--- src/sv/nec_ir_pkg.sv ---
// ----------------------------------------------------------------------------
// NEC IR decoder package
// Beat types, register indexes, result kinds and frame constants shared by
// the decoder.
// ----------------------------------------------------------------------------
package nec_ir_pkg;

  // Frame geometry
  localparam int unsigned FRAME_BITS = 32;
  localparam int unsigned CNT_W      = $clog2(FRAME_BITS);
  localparam int unsigned BYTE_W     = 8;

  // Configuration port
  localparam int unsigned CFG_IDX_W  = 2;
  localparam int unsigned CFG_DATA_W = 16;

  localparam logic [CFG_IDX_W-1:0] CFG_BIT_BOUNDARY    = 2'd0;
  localparam logic [CFG_IDX_W-1:0] CFG_LEADER_BOUNDARY = 2'd1;
  localparam logic [CFG_IDX_W-1:0] CFG_EXTENDED_MODE   = 2'd2;

  // Register reset values
  localparam logic [15:0] BIT_BOUNDARY_RST    = 16'd1680;
  localparam logic [15:0] LEADER_BOUNDARY_RST = 16'd12500;
  localparam logic        EXTENDED_MODE_RST   = 1'b1;

  // Input actions
  localparam logic ACT_ARM    = 1'b0;
  localparam logic ACT_PERIOD = 1'b1;

  // Result kinds
  localparam logic [1:0] KIND_VALID  = 2'd0;
  localparam logic [1:0] KIND_REPEAT = 2'd1;
  localparam logic [1:0] KIND_ERROR  = 2'd2;

  // Result words for repeat and error
  localparam logic [FRAME_BITS-1:0] WORD_REPEAT = '1;
  localparam logic [FRAME_BITS-1:0] WORD_ERROR  = '0;

  typedef struct packed {
    logic        action;
    logic [15:0] period_ticks;
  } in_beat_t;

  typedef struct packed {
    logic [1:0]            frame_kind;
    logic [FRAME_BITS-1:0] frame_word;
  } out_beat_t;

endpackage

--- src/sv/nec_ir_frame_decoder.sv ---
// ----------------------------------------------------------------------------
// NEC IR frame decoder
// Turns captured edge-to-edge periods into NEC frame words, repeat codes or
// check errors.
// ----------------------------------------------------------------------------
// The decoder takes one beat per cycle: every accepted beat updates the phase,
// the capture counter and the bit shifter in the same clock, and any result
// it causes lands in the output register on that edge, shown on out_valid_o in
// the next cycle. Input ready is high while the output register is empty or
// being drained, so a held result stalls input only when it is not taken.
// An arm beat (action 0) restarts the header phase and gives no result. In
// the header phase the first period is dropped; the second one below
// leader_boundary yields a repeat code (all-ones word), otherwise the data
// phase collects FRAME_BITS periods, each above bit_boundary being a one,
// packed LSB first. After the last bit the command byte must match its
// inverse, and with extended_mode clear the address byte too; the frame word
// or an all-zeros error beat is emitted and the decoder goes idle. Periods
// seen while idle are dropped. Configuration writes are registered; the user
// must make them only while the decoder is idle, as the block does not enforce it.
// ----------------------------------------------------------------------------
module nec_ir_frame_decoder (
  input  logic                                 clk_i,
  input  logic                                 rst_ni,
  // configuration
  input  logic                                 cfg_we_i,
  input  logic [nec_ir_pkg::CFG_IDX_W-1:0]     cfg_idx_i,
  input  logic [nec_ir_pkg::CFG_DATA_W-1:0]    cfg_wdata_i,
  // input beats
  input  logic                                 in_valid_i,
  output logic                                 in_ready_o,
  input  nec_ir_pkg::in_beat_t                 in_data_i,
  // result beats
  output logic                                 out_valid_o,
  input  logic                                 out_ready_i,
  output nec_ir_pkg::out_beat_t                out_data_o
);

  // Phase codes
  localparam logic [1:0] PH_IDLE   = 2'd0;
  localparam logic [1:0] PH_HEADER = 2'd1;
  localparam logic [1:0] PH_DATA   = 2'd2;

  localparam int unsigned FB = nec_ir_pkg::FRAME_BITS;
  localparam int unsigned BW = nec_ir_pkg::BYTE_W;

  // Configuration registers
  logic [15:0] bit_boundary_q;
  logic [15:0] leader_boundary_q;
  logic        extended_mode_q;

  // Decoder state
  logic [1:0]                    phase_q, phase_d;
  logic [nec_ir_pkg::CNT_W-1:0]  count_q, count_d;
  logic [FB-1:0]                 shift_q, shift_d;

  // Output register
  logic                  out_valid_q, out_valid_d;
  nec_ir_pkg::out_beat_t out_data_q, out_data_d;

  logic          in_fire;
  logic          res_fire;
  logic [FB-1:0] word_full;
  logic          is_one;
  logic          last_bit;
  logic          addr_ok;
  logic          cmd_ok;

  // Accept while the result slot is free or being drained this cycle.
  assign in_ready_o = !out_valid_q || out_ready_i;
  assign in_fire    = in_valid_i && in_ready_o;

  assign is_one   = in_data_i.period_ticks > bit_boundary_q;
  assign last_bit = (count_q == nec_ir_pkg::CNT_W'(FB - 1));

  // Frame word with the current bit dropped into place.
  always_comb begin
    word_full          = shift_q;
    word_full[count_q] = is_one;
  end

  // Byte checks: address/inverse in bytes 0/1, command/inverse in bytes 2/3.
  assign addr_ok = word_full[2*BW-1:BW]   == ~word_full[BW-1:0];
  assign cmd_ok  = word_full[4*BW-1:3*BW] == ~word_full[3*BW-1:2*BW];

  always_comb begin
    phase_d    = phase_q;
    count_d    = count_q;
    shift_d    = shift_q;
    res_fire   = 1'b0;
    out_data_d = out_data_q;

    if (in_fire) begin
      if (in_data_i.action == nec_ir_pkg::ACT_ARM) begin
        phase_d = PH_HEADER;
        count_d = '0;
        shift_d = '0;
      end else begin
        case (phase_q)
          PH_HEADER: begin
            if (count_q == '0) begin
              // drop the leading burst period
              count_d = nec_ir_pkg::CNT_W'(1);
            end else begin
              count_d = '0;
              shift_d = '0;
              if (in_data_i.period_ticks < leader_boundary_q) begin
                phase_d               = PH_IDLE;
                res_fire              = 1'b1;
                out_data_d.frame_kind = nec_ir_pkg::KIND_REPEAT;
                out_data_d.frame_word = nec_ir_pkg::WORD_REPEAT;
              end else begin
                phase_d = PH_DATA;
              end
            end
          end
          PH_DATA: begin
            shift_d = word_full;
            count_d = count_q + nec_ir_pkg::CNT_W'(1);
            if (last_bit) begin
              phase_d  = PH_IDLE;
              count_d  = '0;
              res_fire = 1'b1;
              if (cmd_ok && (extended_mode_q || addr_ok)) begin
                out_data_d.frame_kind = nec_ir_pkg::KIND_VALID;
                out_data_d.frame_word = word_full;
              end else begin
                out_data_d.frame_kind = nec_ir_pkg::KIND_ERROR;
                out_data_d.frame_word = nec_ir_pkg::WORD_ERROR;
              end
            end
          end
          default: begin
            // idle: drop the period
          end
        endcase
      end
    end
  end

  // Hold the result until taken; a new result may replace a drained one.
  always_comb begin
    out_valid_d = out_valid_q;
    if (out_valid_q && out_ready_i) begin
      out_valid_d = 1'b0;
    end
    if (res_fire) begin
      out_valid_d = 1'b1;
    end
  end

  always_ff @(posedge clk_i or negedge rst_ni) begin
    if (!rst_ni) begin
      bit_boundary_q    <= nec_ir_pkg::BIT_BOUNDARY_RST;
      leader_boundary_q <= nec_ir_pkg::LEADER_BOUNDARY_RST;
      extended_mode_q   <= nec_ir_pkg::EXTENDED_MODE_RST;
    end else if (cfg_we_i) begin
      case (cfg_idx_i)
        nec_ir_pkg::CFG_BIT_BOUNDARY:    bit_boundary_q    <= cfg_wdata_i;
        nec_ir_pkg::CFG_LEADER_BOUNDARY: leader_boundary_q <= cfg_wdata_i;
        nec_ir_pkg::CFG_EXTENDED_MODE:   extended_mode_q   <= cfg_wdata_i[0];
        default: begin
          // unmapped index: drop the write
        end
      endcase
    end
  end

  always_ff @(posedge clk_i or negedge rst_ni) begin
    if (!rst_ni) begin
      phase_q     <= PH_IDLE;
      count_q     <= '0;
      shift_q     <= '0;
      out_valid_q <= 1'b0;
    end else begin
      phase_q     <= phase_d;
      count_q     <= count_d;
      shift_q     <= shift_d;
      out_valid_q <= out_valid_d;
    end
  end

  always_ff @(posedge clk_i) begin
    out_data_q <= out_data_d;
  end

  assign out_valid_o = out_valid_q;
  assign out_data_o  = out_data_q;

endmodule
--- config.mk ---
export PLATFORM = sky130hd
export DESIGN_NAME = nec_ir_frame_decoder
export DESIGN_NICKNAME = d
export VERILOG_FILES = /design/src/sv/nec_ir_pkg.sv /design/src/sv/nec_ir_frame_decoder.sv
export SDC_FILE = /design/constraint.sdc
export NUM_CORES = 1
export LEC_CHECK = 0
export BUFFER_PORTS_ARGS = -buffer_cell sky130_fd_sc_hd__buf_2
export CAP_MARGIN = 5
export CELL_PAD_IN_SITES_DETAIL_PLACEMENT = 0
export CELL_PAD_IN_SITES_GLOBAL_PLACEMENT = 2
export CORE_AREA = 5 5 153 155
export DETAILED_ROUTE_END_ITERATION = 12
export DIE_AREA = 0 0 158 160
export MAX_ROUTING_LAYER = met4
export PLACE_DENSITY_LB_ADDON = 0.1
export RECOVER_POWER = 25
export SLEW_MARGIN = 25
export SYNTH_ARGS = -nofsm -noshare
export SYNTH_HDL_FRONTEND = slang
export SYNTH_SLANG_ARGS = --single-unit
--- constraint.sdc ---
create_clock -name clk_i -period 8.4 [get_ports clk_i]
set_clock_uncertainty 0.05 [all_clocks]
set_input_delay 0.84 -clock clk_i [delete_from_list [all_inputs] [get_ports clk_i]]
set_output_delay 0.84 -clock clk_i [all_outputs]
set_load 0.02 [all_outputs]
# [Yosys cells after proc, flatten, opt, wreduce, memory -nomap -nowiden]
# Index checks and enable logic that the tools add are counted.
[op_classes] eq_ne=13 bitwise_logic=2 n_addsub=1 order_cmp=4 reduce_logical=18 muxes=28
[op_table] operator="$mux W34" count=4
[op_table] operator="$pmux W34 S2" count=1
[op_table] operator="$mux W32" count=2
[op_table] operator="$pmux W32 S2" count=1
[op_table] operator="$bwmux W32" count=1
[op_table] operator="$eq A8 B8 Y1" count=2
[op_table] operator="$gt A16 B16 Y1" count=1
[op_table] operator="$lt A16 B16 Y1" count=1
[op_table] operator="$not A8 Y8" count=2
[op_table] operator="$mux W5" count=2
[op_table] operator="$pmux W5 S2" count=1
[op_table] operator="$mux W1" count=9
[op_table] operator="$mux W2" count=4
[op_table] operator="$reduce_and A2 Y1" count=4
[op_table] operator="$lt A5 B6 Y1 const B" count=1
[op_table] operator="$ne A2 B2 Y1 const B" count=3
[op_table] operator="$ne A3 B3 Y1 const B" count=2
[op_table] operator="$reduce_and A6 Y1" count=1
[op_table] operator="$add A5 B1 Y5 const B" count=1
[op_table] operator="$demux W1 S5" count=1
[op_table] operator="$eq A5 B5 Y1 const B" count=1
[op_table] operator="$ge A5 B1 Y1 const B" count=1
[op_table] operator="$logic_not A5 Y1" count=1
[op_table] operator="$eq A2 B1 Y1 const B" count=2
[op_table] operator="11 further kinds" count=17
[totals] register_bits=107 out_inout_bits=36 inputBits=40 word_cells=75

# [Depth between registers and ports, before layout]
# Gate-level depths: netlist (run 1).
[logic_depth] ltp_word=12 depth_mapped=14 mapped_depth_nobuf=11

# [Worst setup path after synthesis (run 1)]
# Ideal clock, no wire load.
[synth_timing] path_kind="input -> register" start="input port in_data_i[1] (netlist name)" end="register out_data_q (netlist bit out_data_o[0]) (enable)" setup_slack_ns=2.941 cell_stages=9 setup_ns=0.472 n_path_buf=0 required_ns=7.878 t_arrival_ns=4.936 path_cell_list="ha_1 -> a21o_1 -> a21o_1 -> a21o_1 -> a21o_1 -> a21o_1 -> a2111oi_0 -> nor2_1 -> o21ai_0"
[synth_via] elab_chain_cells=3
[synth_lines] item="start, declared" line="nec_ir_frame_decoder.sv:31" text="input nec_ir_pkg::in_beat_t in_data_i,"
[synth_lines] item="$lt A16 B16 Y1" line="nec_ir_frame_decoder.sv:106" text="if (in_data_i.period_ticks < leader_boundary_q) begin"
[synth_lines] item="$ne A2 B2 Y1 (no line)"
[synth_lines] item="$reduce_and A6 Y1 (no line)"
[synth_lines] item="end signal, assigned" line="nec_ir_frame_decoder.sv:183" text="out_data_q <= out_data_d;"
[synth_lines] item="end, declared" line="nec_ir_frame_decoder.sv:58" text="nec_ir_pkg::out_beat_t out_data_q, out_data_d;"
# No other way between the ends.
# A chain may end at the register's enable or synchronous reset.

# [Worst setup path after layout (run 1)]
[layout_timing] start="input port in_data_i[1] (netlist name)" end="register out_data_q (netlist bit out_data_o[4]) (data pin)"
[layout_via] elab_chain_cells=9 elab_cells_between_ends=11 cone_classes="order compare: 1; eq/ne: 2; mux: 4; bitwise: 2; reduce/logical: 2"
[layout_lines] item="$gt A16 B16 Y1 (*)" line="nec_ir_frame_decoder.sv:72" text="assign is_one = in_data_i.period_ticks > bit_boundary_q;"
[layout_lines] item="$bwmux W32 (*)" line="nec_ir_frame_decoder.sv:78" text="word_full[count_q] = is_one;"
[layout_lines] item="$not A8 Y8" line="nec_ir_frame_decoder.sv:82" text="assign addr_ok = word_full[2*BW-1:BW] == ~word_full[BW-1:0];"
[layout_lines] item="$eq A8 B8 Y1" line="nec_ir_frame_decoder.sv:82"
[layout_lines] item="$logic_or A1 B1 Y1" line="nec_ir_frame_decoder.sv:123" text="if (cmd_ok && (extended_mode_q || addr_ok)) begin"
[layout_lines] item="$logic_and A1 B1 Y1" line="nec_ir_frame_decoder.sv:123"
[layout_lines] item="$mux W34 (*)" line="nec_ir_frame_decoder.sv:123"
[layout_lines] item="$mux W34 (*)" line="nec_ir_frame_decoder.sv:119" text="if (last_bit) begin"
[layout_lines] item="$pmux W34 S2 (*)" line="nec_ir_frame_decoder.sv:98" text="case (phase_q)"
# Every way passes the cells marked *; elsewhere a longest branch is shown, timed or not. The select of a mux whose other input is x is not followed.

==> results of run 1 <==
[power by group]
| group | total (mW) | internal [mW] | switching, mW |
|---|---|---|---|
| combinational | 0.479 | 0.168 | 0.311 |
| sequential | 0.636 | 0.610 | 0.0255 |
| clock | 0.427 | 0.208 | 0.220 |
[registers in the layout (all words and copies together) (netlist names)]
register           count
out_data_o            34
shift_q               32
bit_boundary_q        16
leader_boundary_q     16
count_q                5
phase_q                2
extended_mode_q        1
out_valid_o            1
[cells by family (layout without fill, tap and decap cells)]
group / Yosys count / count (layout) / synth area share
AOI/OAI and AO/OA: 211 / 211 / 0.223
and+or+nand+nor: 189 / 189 / 0.141
DFF: 107 / 107 / 0.432
buffers and inverters: 77 / 140 / 0.0505
adders and majority gates: 38 / 38 / 0.0718
muxes: 36 / 36 / 0.0590
xor gates and xnor gates: 17 / 17 / 0.0225
[worst paths after layout]
path | from | endpoint | cells after the start
max | in_data_i[1] | out_data_o[4]$_SDFFCE_PN1P_ | 12
min | shift_q[14]$_DFFE_PN0P_ | shift_q[14]$_DFFE_PN0P_ | 2
max reg2reg | bit_boundary_q[7]$_DFFE_PN1P_ | out_data_o[4]$_SDFFCE_PN1P_ | 11
min reg2reg | shift_q[14]$_DFFE_PN0P_ | shift_q[14]$_DFFE_PN0P_ | 2
max in group asynchronous | rst_ni | leader_boundary_q[14]$_DFFE_PN0P_ | 2
min in group asynchronous | rst_ni | leader_boundary_q[9]$_DFFE_PN0P_ | 1
[Yosys cell counts (all sizes together) (3+ instances only)]
cell type | count | share of area
o21ai | 82 | 0.062
nand2 | 73 | 0.041
dfrtp | 62 | 0.23
nor2 | 42 | 0.024
a21oi | 40 | 0.030
ha | 38 | 0.072
inv | 38 | 0.022
o31ai | 35 | 0.060
edfxtp | 34 | 0.15
clkbuf | 23 | 0.013
mux2 | 18 | 0.031
mux2i | 18 | 0.028
buf | 16 | 0.016
nand3 | 14 | 0.011
a21o | 11 | 0.012
dfstp | 11 | 0.044
nand2b | 11 | 0.010
xnor2 | 10 | 0.013
and3 | 9 | 0.0085
nor2b | 9 | 0.0085
nand4 | 8 | 0.012
a31oi | 7 | 0.0066
xor2 | 7 | 0.0093
nor3 | 6 | 0.0045
o22ai | 5 | 0.0047
nor4 | 4 | 0.0070
a2111oi | 3 | 0.0068
a22o | 3 | 0.0040
a22oi | 3 | 0.0034
a32oi | 3 | 0.0040
and2 | 3 | 0.0028
or4 | 3 | 0.0034
[per-layer routing]
metal | share of wire | GRT usage | vias up | wire length, um
li1 | - | - | 2563 | -
met3 | 0.046 | 0.0292 | 17 | 878
met1 | 0.48 | 0.221 | 2536 | 9190
met4 | 0.017 | 0.0446 | 0 | 314
met5 | 0 | - | - | 0
met2 | 0.45 | 0.237 | 109 | 8580
[worst max-delay path, stage by stage]
cell	delay (ns)
buf_2	0.11
ha_1	0.28
nor2b_1	0.13
o211ai_1	0.15
a2111oi_4	0.47
o31a_4	0.43
mux2i_1	0.39
nand3_1	0.19
nor4_2	0.37
a41oi_4	0.33
buf_4	0.35
o31ai_1	0.32
[metrics by stage]
stage	util	worst slack (ns)	cells	cell area [sq um]	total power, mW
finish	0.350	4.13	1018	7590	1.54
global route	0.350	3.33	1018	7590	1.65
CTS	0.351	4.11	1018	7610	1.57
detailed placement	0.338	3.71	1002	7320	1.13
global placement	0.335	3.70	1000	7270	1.12
floorplan	-	2.94	675	6620	0.975
[layout make-up]
type / instances / area share
Timing Repair Buffer: 86 / 0.0622
Clock buffer: 9 / 0.0297
Tap cell: 280 / 0.0462
Inverter: 38 / 0.0188
Multi-Input combinational cell: 491 / 0.458
Clock inverter: 7 / 0.00775
Sequential cell: 107 / 0.377
==> impl_metrics.yaml, run 1 <==
status:
  outcome: "finished with violations"
  violations: "max-capacitance violations, max-slew violations"
route:
  avgViaCountPerCell: 5.13
  drt_iter0_drc: 285
  num_vias: 5225
  wire_per_inst_um: 18.6
  wl_mm: 19.0
  antenna_left: 0
  drc: 0
  firstDrtPassIters: 5
yosys:
  synth_fp_nets: 753
  syn_inst: 675
  ys_warn_count: 0
  yosysUniqueCellTypes: 64
  synth_area_sq_um: 6620
  async_flop_share: 0.682
  synth-seq-area-share: 0.432
  avgSynthCellArea_sq_um: 9.81
  synth-edff-count: 34
  ys.flop_type: "dfrtp_1"
  synth.ff_latch_count: 107
setup_path:
  required_ns: 8.52
  setup.worst_path.start_class: "input port"
  cp_data_arrival_time_ns: 4.40
  cp_max_fo: 26
  crit_type: "in2reg"
  crit_path_end_kind: "flop"
  reg2reg_setup_slack_ns: 4.19
run:
  cap_violations: 2
min_path:
  min_path_type: "reg2reg"
place:
  gp_congestion: 0.773
  dp_hpwl_mm: 13.5
  io_buffers: 75
floorplanning:
  initial_core_util: 0.305
  core_area_sq_um: 21700
  io_pins: 76
  rows: 54
  die_h_um: 160
  die_area_sq_um: 25300
  die_w_um: 158
layout:
  layout_common_cells: "o21ai_0, nand2_1, buf_2, dfrtp_1, nor2_1"
  fillers: 2199
  layout-drive-gt1-share: 0.236
  regArea_sq_um: 2860
  layout_commonest_cell: "o21ai_0"
  nets: 811
  antenna_cells: 0
  areaGrowthSynthToFinish_pct: 14.6
  multiInputGateArea_sq_um: 3480
clocking:
  cts-buffers-inserted: 9
  insertion_delay_ns: 0.36
  clk_pin_slew_ns: 0.08
  ctsResizeCount: 0
  cts_tree: "yes"
  cts_hold_buf: 0
  clk_path_buf_depth: 2
  cts_root_buffer: "clkbuf_16"
  post_cts_buffers: 0
  cts.sink_count: 107
  htree_levels: 3
timing:
  slew_headroom: -0.533
  slew_violations: 76
  fmax_ghz: 0.234
  period_share: 0.509
  holdWs_ns: 0.440
  hold_viol: 0
  fin_tns_setup_ns: 0
  worst_pin_slew_ns: 2.30
  fin_crit_ns: 4.27
  rsz0062_at_grt: "false"
  setup_violations: 0
grt:
  grt_usage: 0.159
  antenna_found_initial: 0
  gr-total-overflow: 0
  grt_pass1_vias: 5436
  grt_pass1_wl_mm: 30.7
  grt_max_degree: 40
power:
  powerDensity_nw_per_um2: 203
  p_leak_nw: 3.02
  vdd_drop_max_uv: 87.6
Power figures use the tool's default switching activity.
==> run 2: changes to the inputs <==
ABC_AREA = 1   (was default)
CORE_AREA = 5 5 148 150   (was 5 5 153 155)
DIE_AREA = 0 0 153 155   (was 0 0 158 160)
clock period = 4.1 ns   (was 8.4 ns; I/O delays follow)
==> run 2 against run 1 <==
The run still ends with max-capacitance violations, max-slew violations left; utilization is 0.34 points higher; clock power is 130% higher; sequential share of layout area is 1.7 points higher; sequential power is 100% higher; first-iteration DRC count is 5.6% higher; register-to-register slack worse by 3.5 ns.
==> impl_metrics.yaml, run 2 <==
clocking:
  htree_levels: 3
  cts_hold_buf: 0
  cts.sink_count: 107
  post_cts_buffers: 0
  cts_tree: "yes"
  cts_root_buffer: "clkbuf_16"
  clk_path_buf_depth: 2
  cts-buffers-inserted: 9
  insertion_delay_ns: 0.36
  ctsResizeCount: 0
  clk_pin_slew_ns: 0.08
status:
  violations: "max-capacitance violations, max-slew violations"
  outcome: "finished with violations"
setup_path:
  crit_path_end_kind: "flop"
  slowest_delay_ns: 0.53
  crit_chain: "inv_1 > ha_1 > nand2_1 > nand2_1 > nand3_1 > nand2_1 > a21oi_1 > nand2_1 > nand2_2 > buf_12 > nand2_1 > o21ai_0 > nand2_1 > nand2_1 > nand2_1 > nor2_1 > nand2_1 > nand2_2 > buf_4 > a21oi_1"
  critPathSlowestCell: "dfstp_2"
  crit_type: "reg2reg"
  cp_max_fo: 37
  required_ns: 4.16
  setup.worst_path.start_class: "flop"
  crit_path_frequent_cell: "nand2_1"
  cp_data_arrival_time_ns: 3.52
yosys:
  avgSynthCellArea_sq_um: 7.71
  ys.flop_type: "dfrtp_1"
  synth-seq-area-share: 0.464
  synth_fp_nets: 878
  synth_top_area_frac: 0.251
  synth_area_sq_um: 6170
  ys_warn_count: 0
  yosysUniqueCellTypes: 27
  yosysMostFrequentCell: "nand2_1"
  async_flop_share: 0.682
  synth.area.top_cells: "dfrtp_1, edfxtp_1, nand2_1"
  synth_common_cells: "nand2_1, inv_1, o21ai_0"
  synth.ff_latch_count: 107
  syn_inst: 800
  synth-edff-count: 34
  synth_top_cell_by_area: "dfrtp_1"
timing:
  hold_viol: 0
  setup_violations: 0
  fmax_ghz: 0.289
  layout_setup_ws_ns: 0.642
  worst_pin_slew_ns: 2.19
  period_share: 0.843
  slew_headroom: -0.462
  holdWs_ns: 0.232
  fin_tns_setup_ns: 0
  slew_violations: 39
  rsz0062_at_grt: "false"
  fin_crit_ns: 3.46
route:
  antenna_left: 0
  avgViaCountPerCell: 4.69
  firstDrtPassIters: 5
  drt_iter0_drc: 301
  wire_per_inst_um: 15.2
  wl_mm: 17.5
  num_vias: 5399
  drc: 0
grt:
  gr-total-overflow: 0
  grt_pass1_vias: 5226
  grt_max_degree: 40
  grt_usage: 0.155
  antenna_found_initial: 0
  grt_pass1_wl_mm: 28.4
layout:
  areaGrowthSynthToFinish_pct: 17.7
  layout_commonest_cell: "nand2_1"
  largest_reg_flops: 34
  antenna_cells: 0
  fin_cells: 1150
  layout-drive-gt1-share: 0.139
  fillers: 2224
  layout_common_cells: "nand2_1, inv_1, o21ai_0, buf_2, nor2_1"
  nets: 948
power:
  p_int_mw: 2.08
  p_leak_nw: 3.21
  pwr-share-clk: 0.320
  powerDensity_nw_per_um2: 432
  p_total_mw: 3.14
  vdd_drop_max_uv: 257
  seqPwrFrac: 0.414
  p_sw_frac: 0.336
  switchingPower_mw: 1.05
  pwr-share-comb: 0.266
floorplanning:
  die_w_um: 153
  die_area_sq_um: 23700
  initial_core_util: 0.300
  core_area_sq_um: 20600
  rows: 53
  die_h_um: 155
  io_pins: 76
place:
  gp_congestion: 0.793
  dp_hpwl_mm: 12.4
  dp_cells: 1134
  io_buffers: 75
  pre_cts_ws_ns: 0.636
run:
  cap_violations: 1
min_path:
  min_path_type: "in2reg"
## run 2: cell types whose count changed in the layout (fill, tap and decap cells not counted), sizes merged, moves of 24 or more
| cell | delta |
|---|---|
| o21ai | +24 |
| nor2 | +29 |
| nand2 | +133 |
| nand3 | +44 |
| o31ai | -34 |
| inv | +80 |
## run 2: final timing paths
| kind | startpoint | cells after the start | endpoint | slack [ns] |
|---|---|---|---|---|
| min in group asynchronous | rst_ni | 2 | bit_boundary_q[15]$_DFFE_PN0P_ | 0.73 |
| max in group asynchronous | rst_ni | 3 | shift_q[8]$_DFFE_PN0P_ | 1.27 |
| worst max-delay path | bit_boundary_q[9]$_DFFE_PN1P_ | 20 | out_data_o[33]$_SDFFCE_PN0P_ | 0.64 |
| worst min register to register | leader_boundary_q[3]$_DFFE_PN0P_ | 2 | leader_boundary_q[3]$_DFFE_PN0P_ | 0.44 |
| worst max register to register | bit_boundary_q[9]$_DFFE_PN1P_ | 20 | out_data_o[33]$_SDFFCE_PN0P_ | 0.64 |
| worst min-delay path | cfg_wdata_i[6] | 3 | leader_boundary_q[6]$_DFFE_PN1P_ | 0.23 |
## run 2: cell type report
cell class / count / area (sq um) / area share
Inverter: 123 / 462 / 0.0636
Multi-Input combinational cell: 540 / 2720 / 0.375
Tap cell: 275 / 344 / 0.0474
Clock inverter: 3 / 45.0 / 0.00620
Sequential cell: 107 / 2860 / 0.394
Timing Repair Buffer: 89 / 524 / 0.0722
Clock buffer: 13 / 303 / 0.0417
## run 2: through the flow
stage | util | area, sq um
after floorplan | - | 6170
after global placement | 0.336 | 6900
after detailed placement | 0.338 | 6940
after CTS | 0.354 | 7290
after global routing | 0.353 | 7260
final | 0.353 | 7260
## run 2: power by group through the flow
stage	Combinational, mW	Sequential (mW)	Clock, mW
after floorplan	0.493	1.36	0
after global placement	0.839	1.32	0
after detailed placement	0.857	1.32	0
after CTS	0.861	1.30	1.04
after global routing	0.960	1.31	1.08
final	0.834	1.30	1.00
## run 2: logic make-up after synthesis
family,synth area share
AND/OR/NAND/NOR,0.226
flip-flops,0.464
buffers and inverters,0.0987
adder cells (fa/ha/maj),0.0770
AO/OA/AOI/OAI,0.134
## run 2: worst max-delay path, delay by kind of cell (launching register included)
kind	cells	cell delay (ns)
simple gates	13	1.39
flops	1	0.53
buf+inv	3	0.48
compound gates	3	0.43
fa+ha+maj	1	0.29
## run 2: metal layers
metal,up-vias,share of wire,GRT usage
met2,118,0.46,0.236
li1,2727,-,-
met1,2543,0.49,0.218
met3,11,0.041,0.0200
met4,0,0.011,0.0462
met5,-,0,-
==> run 3: changes to the inputs <==
clock period = 2.89 ns   (was 4.1 ns; I/O delays follow)
==> run 3 against run 2 <==
The flow finishes with violations (max-capacitance violations, max-slew violations, negative setup slack); total power grew 42%; clock power grew 17%; worst setup slack lost 0.81 ns; critical path depth shrank 1; final area grew 9.1%; clock-buffer cell count shrank 2; sequential cell count is the same; global-route usage grew 0.27 points; non-clock buffer count grew 43; die area is the same; wire length grew 7.5%; worst hold slack lost 0.12 ns.
==> impl_metrics.yaml, run 3 (same netlist as run 2, synthesis figures left out) <==
status:
  outcome: "finished with violations"
  violations: "max-capacitance violations, max-slew violations, negative setup slack"
layout:
  largest_reg_flops: 34
  antenna_cells: 0
  areaGrowthSynthToFinish_pct: 28.3
  layout_commonest_cell: "nand2_1"
  layout-drive-gt1-share: 0.233
  fillers: 2177
  multiInputGateArea_sq_um: 2970
  layout_common_cells: "nand2_1, inv_1, o21ai_0, buf_2, nor2_1"
  regArea_sq_um: 2860
  nets: 991
  postLayoutCellArea_sq_um: 7920
min_path:
  min_to: "bit_boundary_q[9]$_DFFE_PN1P_"
  worstHoldPathCells: 3
  min_path_type: "in2reg"
  hp-start: "cfg_wdata_i[9]"
place:
  dp_hpwl_mm: 12.9
  placed_area_sq_um: 7160
  io_buffers: 75
  gp_congestion: 0.838
power:
  powerDensity_nw_per_um2: 561
  vdd_drop_max_uv: 270
  p_leak_nw: 3.46
setup_path:
  r2r-start: "bit_boundary_q[10]$_DFFE_PN1P_"
  crit_path_frequent_cell: "nand2_1"
  ff2ff_path_depth: 19
  required_ns: 2.95
  crit_path_end_kind: "flop"
  crit_type: "reg2reg"
  critPathSlowestCell: "dfstp_2"
  critPathTopFamily: "simple AND/OR/NAND/NOR gates"
  setup.worst_path.start_class: "flop"
  reg2reg_setup_slack_ns: -0.16
  path_buf_inv: 5
  cp_data_arrival_time_ns: 3.11
  cp_max_fo: 9
  crit_chain: "inv_2 > ha_4 > nand4_1 > nor3_2 > nand2_1 > nand2_2 > nand2_4 > buf_4 > buf_8 > a21oi_2 > nand2_1 > nand2_1 > nor2_1 > nand2_1 > nor2_4 > buf_12 > clkbuf_16 > nand3_1 > nand2_1"
  slowest_delay_ns: 0.54
  r2r_end: "out_data_o[11]$_SDFFCE_PN1P_"
route:
  wl_mm: 18.8
  drt_iter0_drc: 339
  firstDrtPassIters: 5
  drc: 0
  antenna_left: 0
  wire_per_inst_um: 15.7
  avgViaCountPerCell: 4.68
  num_vias: 5581
clocking:
  cts_root_buffer: "clkbuf_16"
  cts-buffers-inserted: 9
  insertion_delay_ns: 0.36
  cts.sink_count: 107
  cts_tree: "yes"
  clk_pin_slew_ns: 0.08
  clk_path_buf_depth: 2
  htree_levels: 3
grt:
  grt_pass1_vias: 5426
  gr-total-overflow: 0
  antenna_found_initial: 0
  grt_usage: 0.158
  grt_pass1_wl_mm: 29.1
  grt_max_degree: 43
timing:
  hold_viol: 0
  slew_headroom: -0.362
  period_share: 1.06
  holdWs_ns: 0.111
  layout_setup_ws_ns: -0.164
  setup_violations: 33
  worst_pin_slew_ns: 2.04
  fmax_ghz: 0.327
  slew_violations: 32
  rsz0062_at_grt: "true"
  fin_crit_ns: 3.05
  fin_tns_setup_ns: -4.40
floorplanning:
  initial_core_util: 0.300
  die_area_sq_um: 23700
  rows: 53
  core_area_sq_um: 20600
  die_h_um: 155
  io_pins: 76
  die_w_um: 153
run:
  cap_violations: 1
## run 3: cell count changes in the layout (fill, tap and decap cells not counted), sizes merged
cell / before / now
inv: 123 / 121
clkinvlp: 0 / 1
bufinv: 1 / 0
clkbuf: 15 / 19
clkinv: 2 / 6
buf: 87 / 124
## run 3: worst register-to-register path, delay by kind of cell (launching register included)
| kind | cells | cell delay, ns |
|---|---|---|
| simple gates | 12 | 1.14 |
| buf+inv | 5 | 0.63 |
| flops | 1 | 0.54 |
| fa+ha+maj | 1 | 0.25 |
| compound gates | 1 | 0.20 |
## run 3: repair_timing
action                                  4_1_cts  5_1_grt
cloned                                        0        6
pin swaps                                     0       11
endpoints found under the setup margin       33       33
resized for setup                             9       66
buffers inserted                              0        9
endpoints found under the hold margin         0        0
hold buffers                                  0        0
## run 3: worst max path at each step
stage                                                 from                           end  cells past startpoint
after floorplan           leader_boundary_q[2]$_DFFE_PN1P_   out_data_o[0]$_SDFFCE_PN1P_                      9
after global placement      bit_boundary_q[10]$_DFFE_PN1P_  out_data_o[28]$_SDFFCE_PN1P_                     18
after global routing        bit_boundary_q[10]$_DFFE_PN1P_   out_data_o[5]$_SDFFCE_PN1P_                     19
after detailed placement    bit_boundary_q[10]$_DFFE_PN1P_  out_data_o[29]$_SDFFCE_PN1P_                     18
after CTS                   bit_boundary_q[10]$_DFFE_PN1P_   out_data_o[8]$_SDFFCE_PN1P_                     18
final                       bit_boundary_q[10]$_DFFE_PN1P_  out_data_o[11]$_SDFFCE_PN1P_                     19
## run 3: cell type report
type                            count  share of cell area
Timing Repair Buffer              132               0.128
Clock buffer                       11              0.0294
Tap cell                          275              0.0434
Sequential cell                   107               0.361
Inverter                          123              0.0583
Clock inverter                      5             0.00379
Multi-Input combinational cell    540               0.375
## run 3: per-stage QoR
stage | power, mW | utilization | worst slack, ns | cells
after floorplan | 2.62 | - | 0.0521 | 800
after global placement | 3.16 | 0.348 | -0.153 | 1162
after detailed placement | 3.16 | 0.348 | -0.126 | 1162
after CTS | 4.36 | 0.362 | -0.0836 | 1178
after global routing | 4.74 | 0.385 | -0.346 | 1193
final | 4.44 | 0.385 | -0.164 | 1193
## run 3: routing by layer
metal | vias to the layer above | track usage | share of wire
li1 | 2824 | - | -
met1 | 2644 | 0.216 | 0.50
met2 | 97 | 0.251 | 0.45
met3 | 16 | 0.0184 | 0.031
met4 | 0 | 0.0412 | 0.014
met5 | - | - | 0
## run 3: report_power, final
| group | total (mW) | leakage [nW] | internal [mW] | switching, mW |
|---|---|---|---|---|
| logic | 1.42 | 2.10 | 0.512 | 0.910 |
| clock network | 1.17 | 0.127 | 0.583 | 0.589 |
| registers | 1.85 | 1.24 | 1.78 | 0.0751 |
| total | 4.44 | 3.46 | 2.87 | 1.57 |
